**src/design/fwcl_pkg.sv**
```systemverilog
// Shared types and constants of the four-wheel current limiter.
// No dependencies; imported by the controller, datapath and top level.
package fwcl_pkg;

    localparam int NUM_WHEELS = 4;
    localparam int CMD_W      = 16;
    localparam int TOTAL_W    = 17;
    localparam int WHEEL_W    = 15;
    localparam int POWER_W    = 8;
    localparam int SUM_W      = 18;
    localparam int PROD_W     = TOTAL_W + WHEEL_W;
    localparam int QUO_W      = WHEEL_W;
    localparam int IDX_W      = 2;
    localparam int STEP_W     = 4;
    localparam int CFG_IDX_W  = 3;
    localparam int CFG_DATA_W = 17;

    // Power buffer thresholds of the tier rules
    localparam logic [POWER_W-1:0] PWR_LOWER_LO = 8'd10;
    localparam logic [POWER_W-1:0] PWR_LOWER_HI = 8'd40;
    localparam logic [POWER_W-1:0] PWR_BOTTOM   = 8'd15;
    localparam logic [POWER_W-1:0] PWR_ZERO     = 8'd7;

    // Fixed limits used while the referee link is lost
    localparam logic [TOTAL_W-1:0] FIXED_TOTAL = 17'd13000;
    localparam logic [WHEEL_W-1:0] FIXED_WHEEL = 15'd4500;

    // Register reset values
    localparam logic [TOTAL_W-1:0] RST_TOTAL_NORMAL = 17'd13000;
    localparam logic [WHEEL_W-1:0] RST_WHEEL_NORMAL = 15'd4500;
    localparam logic [TOTAL_W-1:0] RST_TOTAL_LOWER  = 17'd10000;
    localparam logic [WHEEL_W-1:0] RST_WHEEL_LOWER  = 15'd3500;
    localparam logic [TOTAL_W-1:0] RST_TOTAL_BOTTOM = 17'd6000;
    localparam logic [WHEEL_W-1:0] RST_WHEEL_BOTTOM = 15'd2000;

    // Register indexes
    localparam logic [CFG_IDX_W-1:0] CFG_TOTAL_NORMAL = 3'd0;
    localparam logic [CFG_IDX_W-1:0] CFG_WHEEL_NORMAL = 3'd1;
    localparam logic [CFG_IDX_W-1:0] CFG_TOTAL_LOWER  = 3'd2;
    localparam logic [CFG_IDX_W-1:0] CFG_WHEEL_LOWER  = 3'd3;
    localparam logic [CFG_IDX_W-1:0] CFG_TOTAL_BOTTOM = 3'd4;
    localparam logic [CFG_IDX_W-1:0] CFG_WHEEL_BOTTOM = 3'd5;

    // Last divider step of one wheel
    localparam logic [STEP_W-1:0] LAST_STEP = STEP_W'(QUO_W - 1);
    localparam logic [IDX_W-1:0]  LAST_WHEEL = IDX_W'(NUM_WHEELS - 1);

    typedef enum logic [2:0] {
        TIER_NORMAL = 3'd0,
        TIER_LOWER  = 3'd1,
        TIER_BOTTOM = 3'd2,
        TIER_ZERO   = 3'd3,
        TIER_FIXED  = 3'd4
    } tier_t;

    typedef enum logic [2:0] {
        ST_IDLE,
        ST_PREP,
        ST_MUL,
        ST_DIV,
        ST_FINISH
    } state_t;

    // Controller to datapath commands
    typedef struct packed {
        logic             load;
        logic             prep;
        logic             mul;
        logic             div_step;
        logic             div_last;
        logic [IDX_W-1:0] wheel_idx;
        logic             out_load;
    } fwcl_cmd_t;

    // Datapath to controller status
    typedef struct packed {
        logic scaled;
    } fwcl_status_t;

endpackage

```
**src/design/four_wheel_current_limiter_core.sv**
```systemverilog
// Top level of the four-wheel current limiter: controller plus datapath.
// Depends on fwcl_pkg, fwcl_ctrl and fwcl_datapath.
//
// Usage:
//   Input channel (in_valid/in_ready) carries four signed wheel commands,
//   the remaining power buffer and the link-lost flag. Output channel
//   (out_valid/out_ready) returns four limited currents and was_scaled.
//   Configuration channel (cfg_valid/cfg_ready, cfg_index, cfg_data) writes
//   the six tier limits; cfg_ready is always high, unknown indexes dropped.
//   Without scaling an item passes the prepare, multiply and finish
//   states into the output register; with scaling the divide steps of
//   every wheel come between. Scaling takes four passes of one shared
//   multiplier and a 15-step restoring divider, one quotient bit per cycle.
//   Items are taken one at a time; the output register lets the next item
//   start while a result waits. If the receiver stalls, the next result
//   holds in the datapath until the output register is free.
//   Reset: limits return to their defaults, the tier returns to normal and
//   no result is pending.
module four_wheel_current_limiter_core
    import fwcl_pkg::*;
(
    input  logic                    clk,
    input  logic                    rst_n,
    input  logic                    in_valid,
    output logic                    in_ready,
    input  logic signed [CMD_W-1:0] front_left_cmd,
    input  logic signed [CMD_W-1:0] front_right_cmd,
    input  logic signed [CMD_W-1:0] back_left_cmd,
    input  logic signed [CMD_W-1:0] back_right_cmd,
    input  logic [POWER_W-1:0]      remain_power,
    input  logic                    link_lost,
    output logic                    out_valid,
    input  logic                    out_ready,
    output logic signed [CMD_W-1:0] front_left_out,
    output logic signed [CMD_W-1:0] front_right_out,
    output logic signed [CMD_W-1:0] back_left_out,
    output logic signed [CMD_W-1:0] back_right_out,
    output logic                    was_scaled,
    input  logic                    cfg_valid,
    output logic                    cfg_ready,
    input  logic [CFG_IDX_W-1:0]    cfg_index,
    input  logic [CFG_DATA_W-1:0]   cfg_data
);

    fwcl_cmd_t    cmd;
    fwcl_status_t status;

    // Accept a configuration transfer in every cycle
    assign cfg_ready = 1'b1;

    fwcl_ctrl u_ctrl (
        .clk       (clk),
        .rst_n     (rst_n),
        .in_valid  (in_valid),
        .in_ready  (in_ready),
        .out_valid (out_valid),
        .out_ready (out_ready),
        .status    (status),
        .cmd       (cmd)
    );

    fwcl_datapath u_datapath (
        .clk             (clk),
        .rst_n           (rst_n),
        .cmd             (cmd),
        .status          (status),
        .cfg_we          (cfg_valid && cfg_ready),
        .cfg_index       (cfg_index),
        .cfg_data        (cfg_data),
        .front_left_cmd  (front_left_cmd),
        .front_right_cmd (front_right_cmd),
        .back_left_cmd   (back_left_cmd),
        .back_right_cmd  (back_right_cmd),
        .remain_power    (remain_power),
        .link_lost       (link_lost),
        .front_left_out  (front_left_out),
        .front_right_out (front_right_out),
        .back_left_out   (back_left_out),
        .back_right_out  (back_right_out),
        .was_scaled      (was_scaled)
    );

endmodule

```
**src/design/fwcl_datapath.sv**
```systemverilog
// Datapath of the four-wheel current limiter: registers, tier update, clamp,
// multiplier and restoring divider. Depends on fwcl_pkg.
module fwcl_datapath
    import fwcl_pkg::*;
(
    input  logic                         clk,
    input  logic                         rst_n,
    input  fwcl_cmd_t                    cmd,
    output fwcl_status_t                 status,
    input  logic                         cfg_we,
    input  logic [CFG_IDX_W-1:0]         cfg_index,
    input  logic [CFG_DATA_W-1:0]        cfg_data,
    input  logic signed [CMD_W-1:0]      front_left_cmd,
    input  logic signed [CMD_W-1:0]      front_right_cmd,
    input  logic signed [CMD_W-1:0]      back_left_cmd,
    input  logic signed [CMD_W-1:0]      back_right_cmd,
    input  logic [POWER_W-1:0]           remain_power,
    input  logic                         link_lost,
    output logic signed [CMD_W-1:0]      front_left_out,
    output logic signed [CMD_W-1:0]      front_right_out,
    output logic signed [CMD_W-1:0]      back_left_out,
    output logic signed [CMD_W-1:0]      back_right_out,
    output logic                         was_scaled
);

    // Configuration registers
    logic [TOTAL_W-1:0] total_normal_reg, total_lower_reg, total_bottom_reg;
    logic [WHEEL_W-1:0] wheel_normal_reg, wheel_lower_reg, wheel_bottom_reg;

    // Item and working registers
    logic signed [CMD_W-1:0] cmd_reg   [NUM_WHEELS];
    logic signed [CMD_W-1:0] clamp_reg [NUM_WHEELS];
    logic [POWER_W-1:0]      power_reg;
    logic                    link_reg;
    tier_t                   tier_reg;
    tier_t                   tier_next;
    logic [SUM_W-1:0]        sum_reg;
    logic [TOTAL_W-1:0]      total_reg;
    logic                    scaled_reg;
    logic [SUM_W-1:0]        rem_reg;
    logic [QUO_W-1:0]        low_reg;
    logic                    neg_reg;

    // Output registers
    logic signed [CMD_W-1:0] out_reg [NUM_WHEELS];
    logic                    scaled_out_reg;

    // Combinational signals
    logic [TOTAL_W-1:0]        total_w;
    logic [WHEEL_W-1:0]        wheel_w;
    logic signed [CMD_W:0]     ext_w   [NUM_WHEELS];
    logic signed [CMD_W:0]     neg_w   [NUM_WHEELS];
    logic [CMD_W:0]            abs_w   [NUM_WHEELS];
    logic signed [CMD_W-1:0]   clamp_w [NUM_WHEELS];
    logic signed [CMD_W:0]     lim_w;
    logic signed [CMD_W:0]     nlim_w;
    logic [SUM_W-1:0]          sum_w;
    logic signed [CMD_W-1:0]   sel_w;
    logic signed [CMD_W-1:0]   sel_neg_w;
    logic [WHEEL_W-1:0]        mag_w;
    logic [PROD_W-1:0]         prod_w;
    logic [SUM_W:0]            trial_w;
    logic [SUM_W:0]            diff_w;
    logic                      ge_w;
    logic [QUO_W-1:0]          quo_w;
    logic signed [CMD_W-1:0]   quo_s_w;

    // Update the sticky tier, last matching rule wins
    always_comb
    begin
        tier_next = tier_reg;
        if ((power_reg > PWR_LOWER_LO) && (power_reg < PWR_LOWER_HI))
        begin
            tier_next = TIER_LOWER;
        end
        if (power_reg < PWR_BOTTOM)
        begin
            tier_next = TIER_BOTTOM;
        end
        if (power_reg < PWR_ZERO)
        begin
            tier_next = TIER_ZERO;
        end
        if (link_reg)
        begin
            tier_next = TIER_FIXED;
        end
    end

    // Select the limits of the new tier; unused codes act as normal
    always_comb
    begin
        case (tier_next)
            TIER_LOWER:
            begin
                total_w = total_lower_reg;
                wheel_w = wheel_lower_reg;
            end
            TIER_BOTTOM:
            begin
                total_w = total_bottom_reg;
                wheel_w = wheel_bottom_reg;
            end
            TIER_ZERO:
            begin
                total_w = '0;
                wheel_w = '0;
            end
            TIER_FIXED:
            begin
                total_w = FIXED_TOTAL;
                wheel_w = FIXED_WHEEL;
            end
            default:
            begin
                total_w = total_normal_reg;
                wheel_w = wheel_normal_reg;
            end
        endcase
    end

    // Take magnitudes, sum them and clamp each command
    always_comb
    begin
        lim_w  = $signed({2'b00, wheel_w});
        nlim_w = -lim_w;
        sum_w  = '0;
        for (int i = 0; i < NUM_WHEELS; i++)
        begin
            ext_w[i] = {cmd_reg[i][CMD_W-1], cmd_reg[i]};
            neg_w[i] = -ext_w[i];
            abs_w[i] = ext_w[i][CMD_W] ? $unsigned(neg_w[i]) : $unsigned(ext_w[i]);
            sum_w    = sum_w + SUM_W'(abs_w[i]);
            if (ext_w[i] > lim_w)
            begin
                clamp_w[i] = lim_w[CMD_W-1:0];
            end
            else if (ext_w[i] < nlim_w)
            begin
                clamp_w[i] = nlim_w[CMD_W-1:0];
            end
            else
            begin
                clamp_w[i] = cmd_reg[i];
            end
        end
    end

    // Form total times magnitude of the selected wheel
    always_comb
    begin
        sel_w     = clamp_reg[cmd.wheel_idx];
        sel_neg_w = -sel_w;
        mag_w     = sel_w[CMD_W-1] ? sel_neg_w[WHEEL_W-1:0] : sel_w[WHEEL_W-1:0];
        prod_w    = PROD_W'(total_reg) * PROD_W'(mag_w);
    end

    // One restoring divider step
    always_comb
    begin
        trial_w = {rem_reg, low_reg[QUO_W-1]};
        diff_w  = trial_w - {1'b0, sum_reg};
        ge_w    = (trial_w >= {1'b0, sum_reg});
        quo_w   = {low_reg[QUO_W-2:0], ge_w};
        quo_s_w = neg_reg ? -$signed({1'b0, quo_w}) : $signed({1'b0, quo_w});
    end

    assign status.scaled = scaled_reg;

    // Write configuration registers; other indexes are dropped
    always_ff @(posedge clk or negedge rst_n)
    begin
        if (!rst_n)
        begin
            total_normal_reg <= RST_TOTAL_NORMAL;
            wheel_normal_reg <= RST_WHEEL_NORMAL;
            total_lower_reg  <= RST_TOTAL_LOWER;
            wheel_lower_reg  <= RST_WHEEL_LOWER;
            total_bottom_reg <= RST_TOTAL_BOTTOM;
            wheel_bottom_reg <= RST_WHEEL_BOTTOM;
        end
        else if (cfg_we)
        begin
            case (cfg_index)
                CFG_TOTAL_NORMAL: total_normal_reg <= cfg_data[TOTAL_W-1:0];
                CFG_WHEEL_NORMAL: wheel_normal_reg <= cfg_data[WHEEL_W-1:0];
                CFG_TOTAL_LOWER:  total_lower_reg  <= cfg_data[TOTAL_W-1:0];
                CFG_WHEEL_LOWER:  wheel_lower_reg  <= cfg_data[WHEEL_W-1:0];
                CFG_TOTAL_BOTTOM: total_bottom_reg <= cfg_data[TOTAL_W-1:0];
                CFG_WHEEL_BOTTOM: wheel_bottom_reg <= cfg_data[WHEEL_W-1:0];
                default:          ;
            endcase
        end
    end

    // Hold the sticky tier
    always_ff @(posedge clk or negedge rst_n)
    begin
        if (!rst_n)
        begin
            tier_reg <= TIER_NORMAL;
        end
        else if (cmd.prep)
        begin
            tier_reg <= tier_next;
        end
    end

    // Capture the item, prepare limits, run multiply and divide steps
    always_ff @(posedge clk)
    begin
        if (cmd.load)
        begin
            cmd_reg[0] <= front_left_cmd;
            cmd_reg[1] <= front_right_cmd;
            cmd_reg[2] <= back_left_cmd;
            cmd_reg[3] <= back_right_cmd;
            power_reg  <= remain_power;
            link_reg   <= link_lost;
        end
        if (cmd.prep)
        begin
            for (int i = 0; i < NUM_WHEELS; i++)
            begin
                clamp_reg[i] <= clamp_w[i];
            end
            sum_reg    <= sum_w;
            total_reg  <= total_w;
            scaled_reg <= (sum_w > SUM_W'(total_w));
        end
        if (cmd.mul)
        begin
            rem_reg <= SUM_W'(prod_w[PROD_W-1:QUO_W]);
            low_reg <= prod_w[QUO_W-1:0];
            neg_reg <= sel_w[CMD_W-1];
        end
        if (cmd.div_step)
        begin
            rem_reg <= ge_w ? diff_w[SUM_W-1:0] : trial_w[SUM_W-1:0];
            low_reg <= quo_w;
        end
        if (cmd.div_last)
        begin
            clamp_reg[cmd.wheel_idx] <= quo_s_w;
        end
        if (cmd.out_load)
        begin
            for (int i = 0; i < NUM_WHEELS; i++)
            begin
                out_reg[i] <= clamp_reg[i];
            end
            scaled_out_reg <= scaled_reg;
        end
    end

    assign front_left_out  = out_reg[0];
    assign front_right_out = out_reg[1];
    assign back_left_out   = out_reg[2];
    assign back_right_out  = out_reg[3];
    assign was_scaled      = scaled_out_reg;

endmodule

```
**src/design/fwcl_ctrl.sv**
```systemverilog
// Controller of the four-wheel current limiter: sequences prepare, multiply
// and divide steps per wheel and owns the handshakes. Depends on fwcl_pkg.
module fwcl_ctrl
    import fwcl_pkg::*;
(
    input  logic         clk,
    input  logic         rst_n,
    input  logic         in_valid,
    output logic         in_ready,
    output logic         out_valid,
    input  logic         out_ready,
    input  fwcl_status_t status,
    output fwcl_cmd_t    cmd
);

    state_t            state_reg, state_next;
    logic [STEP_W-1:0] step_reg, step_next;
    logic [IDX_W-1:0]  wheel_reg, wheel_next;
    logic              out_valid_reg, out_valid_next;
    logic              out_free;

    assign out_free = !out_valid_reg || out_ready;

    // Next state
    always_comb
    begin
        state_next = state_reg;
        case (state_reg)
            ST_IDLE:
            begin
                if (in_valid)
                begin
                    state_next = ST_PREP;
                end
            end
            ST_PREP:
            begin
                state_next = ST_MUL;
            end
            ST_MUL:
            begin
                state_next = status.scaled ? ST_DIV : ST_FINISH;
            end
            ST_DIV:
            begin
                if (step_reg == LAST_STEP)
                begin
                    state_next = (wheel_reg == LAST_WHEEL) ? ST_FINISH : ST_MUL;
                end
            end
            ST_FINISH:
            begin
                if (out_free)
                begin
                    state_next = ST_IDLE;
                end
            end
            default:
            begin
                state_next = ST_IDLE;
            end
        endcase
    end

    // Commands and handshake outputs
    always_comb
    begin
        cmd           = '0;
        cmd.wheel_idx = wheel_reg;
        in_ready      = 1'b0;
        case (state_reg)
            ST_IDLE:
            begin
                in_ready = 1'b1;
                cmd.load = in_valid;
            end
            ST_PREP:
            begin
                cmd.prep = 1'b1;
            end
            ST_MUL:
            begin
                cmd.mul = status.scaled;
            end
            ST_DIV:
            begin
                cmd.div_step = 1'b1;
                cmd.div_last = (step_reg == LAST_STEP);
            end
            ST_FINISH:
            begin
                cmd.out_load = out_free;
            end
            default:
            begin
                in_ready = 1'b0;
            end
        endcase
    end

    // Advance step and wheel counters, track the output register
    always_comb
    begin
        step_next  = step_reg;
        wheel_next = wheel_reg;
        if (cmd.prep)
        begin
            step_next  = '0;
            wheel_next = '0;
        end
        else if (cmd.div_step)
        begin
            if (cmd.div_last)
            begin
                step_next  = '0;
                wheel_next = wheel_reg + 1'b1;
            end
            else
            begin
                step_next = step_reg + 1'b1;
            end
        end

        out_valid_next = out_valid_reg;
        if (cmd.out_load)
        begin
            out_valid_next = 1'b1;
        end
        else if (out_ready)
        begin
            out_valid_next = 1'b0;
        end
    end

    always_ff @(posedge clk or negedge rst_n)
    begin
        if (!rst_n)
        begin
            state_reg     <= ST_IDLE;
            step_reg      <= '0;
            wheel_reg     <= '0;
            out_valid_reg <= 1'b0;
        end
        else
        begin
            state_reg     <= state_next;
            step_reg      <= step_next;
            wheel_reg     <= wheel_next;
            out_valid_reg <= out_valid_next;
        end
    end

    assign out_valid = out_valid_reg;

endmodule

```
**config.mk**
```make
export PLATFORM = sky130hd
export DESIGN_NAME = four_wheel_current_limiter_core
export DESIGN_NICKNAME = d
export VERILOG_FILES = /design/src/design/fwcl_pkg.sv /design/src/design/four_wheel_current_limiter_core.sv /design/src/design/fwcl_datapath.sv /design/src/design/fwcl_ctrl.sv
export SDC_FILE = /design/constraint.sdc
export NUM_CORES = 2
export LEC_CHECK = 0
export ABC_AREA = 1
export BUFFER_PORTS_ARGS = -buffer_cell sky130_fd_sc_hd__buf_4
export CAP_MARGIN = 10
export CORE_ASPECT_RATIO = 0.5
export CORE_MARGIN = 2
export CORE_UTILIZATION = 55
export CTS_BUF_LIST = sky130_fd_sc_hd__clkbuf_16
export CTS_CLUSTER_SIZE = 24
export DETAILED_ROUTE_END_ITERATION = 10
export PLACE_DENSITY_LB_ADDON = 0.25
export SYNTH_ARGS = -nofsm -noshare
export SYNTH_HDL_FRONTEND = slang
export SYNTH_SLANG_ARGS = --single-unit
```
**constraint.sdc**
```tcl
create_clock -name clk -period 7.82 [get_ports clk]
set_input_delay 0.782 -clock clk [delete_from_list [all_inputs] [get_ports clk]]
set_output_delay 0.782 -clock clk [all_outputs]
set_load 0.01 [all_outputs]
```
* Yosys cells after proc, flatten, opt, wreduce, memory -nomap -nowiden
Memories as Yosys holds them, arrays and structs flattened.
Index checks and enable logic that the tools add are counted.
** Cells by class
- Reductions and logical operators :: 18
- Magnitude comparators :: 14
- Multiply operators :: 1
- $add $sub $neg :: 13
- Mux-type cells :: 56
- Equality and inequality tests :: 18
** Operators with widths (count)
- $mux 16 :: 10
- $lt 16x17->1 :: 4
- $mux 17 :: 4
- $neg 16->17 :: 4
- $pmux 17 s4 :: 1
- $gt 16x16->1 :: 4
- $pmux 15 s4 :: 1
- $mux 18 :: 3
- $mux 15 :: 3
- $add 18x17->18 :: 2
- $mul 17x15->32 :: 1
- $mux 3 :: 9
- $ge 19x18->1 :: 1
- $add 17x17->18 :: 1
- $eq 3x2->1 const B :: 6
- $gt 18x17->1 :: 1
- $sub 18x18->18 :: 1
- $neg 15->17 :: 1
- $mux 1 :: 16
- $neg 15->16 :: 1
- $reduce_or 16->1 :: 1
- $neg 15->15 :: 1
- $pmux 3 s5 :: 1
- $reduce_and 2->1 :: 7
- other kinds (20) :: 36
** Word-level totals
- Register bits after elaboration :: 189
- Memories :: 3
- Word-level logic and storage cells :: 143
- Memory bits (writable) :: 192
** Memories
- u_datapath.clamp_reg :: depth 4, bits a word 16, read ports 5, clocked after memory_dff 0, wr ports 4, RTL line fwcl_datapath.sv:32 : logic signed [CMD_W-1:0] clamp_reg [NUM_WHEELS];
- u_datapath.cmd_reg :: depth 4, bits a word 16, read ports 4, clocked after memory_dff 0, wr ports 4, RTL line fwcl_datapath.sv:31 : logic signed [CMD_W-1:0] cmd_reg [NUM_WHEELS];
- u_datapath.out_reg :: depth 4, bits a word 16, read ports 4, clocked after memory_dff 0, wr ports 4, RTL line fwcl_datapath.sv:45 : logic signed [CMD_W-1:0] out_reg [NUM_WHEELS];

* Logic depth before layout (Yosys ltp)
- Depth in word-level cells :: 13
- Gate-level depth with buffers :: 43

* Cells and area by module
A second synthesis with hierarchy kept.
** Unflattened totals
- Cell total of the unflattened synthesis :: 3748
- Area, all modules :: 32372.3 um2
** Modules (own cells, without submodules)
- fwcl_datapath :: cells each 3664, seq. area each 10690.3 um2, instances 1, area each 31759.2 um2
- fwcl_ctrl :: cells each 82, seq. area each 250.2 um2, instances 1, area each 601.8 um2
- four_wheel_current_limiter_core :: cells each 2, seq. area each 0.0 um2, instances 1, area each 11.3 um2

* Worst setup path after synthesis
Ideal clock, no wire load.
- Path type :: input to register
- From :: in in_valid
- To :: mem u_datapath.cmd_reg[0][0], enable pin
- Arrival :: 7.697 ns
- Library setup time :: 0.684 ns
- Stages :: 2
- Path slack :: -0.560 ns
- Cells stage by stage :: inv_1 -> nor4_1
** RTL lines
- from (decl) :: RTL line four_wheel_current_limiter_core.sv:24 : input logic in_valid,
- to (decl) :: RTL line fwcl_datapath.sv:31

* Final worst setup path
- From :: reg u_ctrl.wheel_reg[0]
- To :: reg u_datapath.rem_reg[16], data pin
** Between the ends
- Longest elaborated chain between the ends :: 6
** RTL lines
- from (decl) :: RTL line fwcl_ctrl.sv:18 : logic [IDX_W-1:0] wheel_reg, wheel_next;
- from (signal assigned) :: RTL line fwcl_ctrl.sv:148 : wheel_reg <= wheel_next;
- $mem_v2 4x16 *
- $neg 15->15 :: RTL line fwcl_datapath.sv:153 : sel_neg_w = -sel_w;
- $mux 15 * :: RTL line fwcl_datapath.sv:154 : mag_w = sel_w[CMD_W-1] ? sel_neg_w[WHEEL_W-1:0] : sel_w[WHEEL_W-1:0];
- $mul 17x15->32 * :: RTL line fwcl_datapath.sv:155 : prod_w = PROD_W'(total_reg) * PROD_W'(mag_w);
- $mux 18 * :: RTL line fwcl_datapath.sv:231 : if (cmd.mul)
- $mux 18 * :: RTL line fwcl_datapath.sv:237 : if (cmd.div_step)
- to (signal assigned) :: RTL line fwcl_datapath.sv:233 : rem_reg <= SUM_W'(prod_w[PROD_W-1:QUO_W]);
- to (signal assigned) :: RTL line fwcl_datapath.sv:239 : rem_reg <= ge_w ? diff_w[SUM_W-1:0] : trial_w[SUM_W-1:0];
- to (decl) :: RTL line fwcl_datapath.sv:40 : logic [SUM_W-1:0] rem_reg;
Every way passes the cells marked *; elsewhere a longest branch is shown, timed or not. The select of a mux whose other input is x is not followed.
A chain may end at the register's enable or synchronous reset.

==> summary.md <==
| Metric | Value |
|---|---|
| Mapped cell area | `roughly 33000 µm²` |
| Critical Path Start Type | `register` |
| CTS buffer count | `37` |
| Slowest-stage cell, CP | `fa_1` |
| Skew final | `approximately 0.035 ns` |
| CP Launch Point | `u_ctrl.wheel_reg[0]$_DFFE_PN0P_` |
| Grt met3 use | `5.64%` |
| Delay-heaviest family, CP | `adder cells` |
| Synth unique cells | `66` |
| Drt pass-1 iters | `6` |
| Ports | `roughly 170` |
| CP Capture Type | `register` |
| TritonCTS Sinks | `381` |
| DR iter-0 viols | `3386` |
| Sequential-to-total area share from yosys stat | `~34%` |
| Final worst-path cycle share | `96.2%` |
| WP data arrival | `7.83 ns` |
| First-pass GRT wire length | `~160000 µm` |
| Largest net degree at the start of global routing | `70` |
| Util after Layout | `64.2%` |
| Reg-to-Reg Start | `u_ctrl.wheel_reg[0]$_DFFE_PN0P_` |
| Yosys warns | `0` |
| Post-synthesis async set-or-reset flop share | `28.6%` |
| Min Tclk post-route | `about 7.5 ns` |
| Synthesis-to-finish area growth | `14.3%` |
| # H-tree levels | `2` |
| Initial antenna violation count | `1` |
| Fmax | `133 MHz` |
| CP required | `8.12 ns` |
| Mapped Cells | `3784` |
| DIE WIDTH | `348 µm` |
| Max Buffers Root-to-Sink | `3` |
| Primary FF master, synth | `edfxtp_1` |
| Detail Placement HPWL | `about 83000 µm` |
| HP Class | `input pin to async pin` |
| Worst-path clk slew | `0.07 ns` |
| Relative slew margins | `18.6%` |
| Crit path buf inv count | `9` |
| Post-DRT Antenna Nets | `0` |
| Finished Layout Cells | `approximately 4800` |
| Cells after DPL | `approximately 4800` |
| Worst-Margin Slew | `1.22 ns` |
| Total GRT Usage | `34.3%` |
| EDFF count, synth | `272` |
| Total global routing overflow | `0` |
| CTS tree | `built` |
| Kind of critical path | `register to register` |
| Wirelength per Cell | `21.6 µm` |
| # hold bufs at CTS | `0` |
| Drt via density | `5.82` |
| Fin nets | `approximately 4600` |
| Flops & latches, synth | `~380` |
| Routability Congestion | `1.01` |
| Met1 usage | `49.8%` |
| RSZ-0062 raised after global routing | `true` |
| Max incr delay on CP | `about 0.55 ns` |
| Initial core utilization | `a little under three fifths` |
| Rows | `62` |
| GRT busiest layer | `met2` |
| Core area | `57900 µm²` |
| Crit-path most repeated cell | `nand2_1` |
| Syn Area/Cell | `8.59 µm²` |
| Die area | `61200 µm²` |
| Final setup violation count | `0` |
| Vias | `28100` |
| Outcome | `complete, no violations` |
| CTS Root Cell | `clkbuf_16` |
| Setup TNS Final | `0 ns` |
| GR Layer Usage met2 | `53.2%` |
| Post-Route WL | `between 100000 and 150000 µm` |
| DRC | `0` |
| Clk_lat worst skew | `0.58 ns` |
| Max-cap violations | `0` |
| Die Ht | `176 µm` |
| # port buffers | `around 160` |
| Share of cells above drive strength 1 | `~15%` |
| Vias in the first global route | `about 27000` |
| Fin. max-slew vios | `0` |
| Crit Path Max Fanout | `10` |
| Hold Fails Final Rpt | `0` |
worst register-to-register path: cells and delay by family, from the launching register on:
family	cells	cell delay, ns
compound gates	6	0.77
simple gates	13	1.83
flops	1	0.46
fa+ha+maj	7	3.37
buf+inv	9	0.82
metrics by stage:
step	cell area, µm²	hold slack [ns]	setup WS, ns
final	37100	0.269	0.299
after global routing	37100	0.328	-0.0509
after CTS	36700	0.302	0.00173
after detailed placement	35400	0.451	-0.345
after global placement	35400	0.449	-0.177
after floorplan	32500	0.421	0.0501
synthesized netlist by cell type, types with 10 or more instances:
library cell,instances,area share (%)
inv_1,559,6.5
nor2_4,11,0.38
inv_2,13,0.15
o21ai_0,270,4.2
edfxtp_1,272,25
a31oi_1,11,0.21
xor2_1,76,2.0
nand2_1,819,9.5
nand2_4,11,0.38
ha_1,282,11
xnor2_1,26,0.70
dfrtp_1,73,5.6
nor2_1,318,3.7
nand3_2,11,0.34
clkbuf_1,66,0.76
fa_1,228,14
nand3b_1,11,0.25
buf_2,18,0.28
nor3_1,51,0.79
a32oi_1,11,0.30
a22oi_1,19,0.44
nor4_1,11,0.21
o211ai_1,17,0.39
nand4_1,37,0.71
o31ai_1,10,0.23
nand3_1,152,2.3
buf_1,12,0.14
a21oi_1,188,2.9
dfstp_2,36,2.9
nand2_2,34,0.65
worst paths after layout:
check | slack, ns | to | cells past startpoint
min in group clk | 0.37 | u_datapath.cmd_reg[1][5]$_DFFE_PP_ | 1
setup reg to reg | 0.30 | u_datapath.rem_reg[16]$_DFFE_PP_ | 35
max in group asynchronous | 6.28 | u_ctrl.wheel_reg[0]$_DFFE_PN0P_ | 2
hold / removal | 0.27 | u_datapath.wheel_lower_reg[4]$_DFFE_PN0P_ | 1
setup / recovery | 0.30 | u_datapath.rem_reg[16]$_DFFE_PP_ | 35
hold reg to reg | 0.44 | u_datapath.out_reg[0][12]$_DFFE_PP_ | 0
routing by layer:
metal | part of all wire, % | up-vias
met1 | 42 | 13600
met2 | 44 | 1422
li1 | - | 12900
met3 | 10 | 209
met5 | 0 | -
met4 | 3.2 | 0
layout by cell type (no fill, tap or decap), drive strengths merged, types with 18 or more instances in the layout:
master and instances:
nand3 163, ha 282, xnor2 26, clkinv 18, nand4 37, a22oi 19
a21oi 189, dfrtp 73, edfxtp 272, clkbuf 38, nand2 864, xor2 78
nor3 51, dfstp 36, o21ai 284, nor2 339, buf 319, inv 587
fa 228
repair_timing:
| item | 4_1_cts | 5_1_grt |
|---|---|---|
| gates resized for setup | 8 | 88 |
| pin swaps | 1 | 64 |
| setup buffers | 1 | 8 |
| setup endpoints to repair | 14 | 17 |
cells by family (layout without fill, tap and decap cells):
family | after synthesis | in the layout | share of synthesized area, %
other | 2 | 6 | 0.0231
buffers and inverters | 687 | 969 | 8.18
and+or+nand+nor | 1495 | 1495 | 19.8
muxes | 1 | 1 | 0.0308
adders and majority gates | 510 | 510 | 24.9
DFF | 381 | 381 | 33.7
xor gates and xnor gates | 104 | 104 | 2.88
AOI/OAI and AO/OA | 604 | 604 | 10.5
cell type report:
| cell class | count | area (µm²) |
|---|---|---|
| Clock buffer | 38 | 951 |
| Antenna cell | 1 | 2.50 |
| Clock inverter | 30 | 340 |
| Tap cell | 768 | 961 |
| Fill cell | 4901 | 20700 |
| Multi-Input combinational cell | 2719 | 19300 |
| Timing Repair Buffer | 319 | 2420 |
| Inverter | 582 | 2190 |
| Sequential cell | 381 | 10900 |
Power is not shown: default switching activity piles up to over one toggle a cycle in this logic, so the estimate is an artifact.
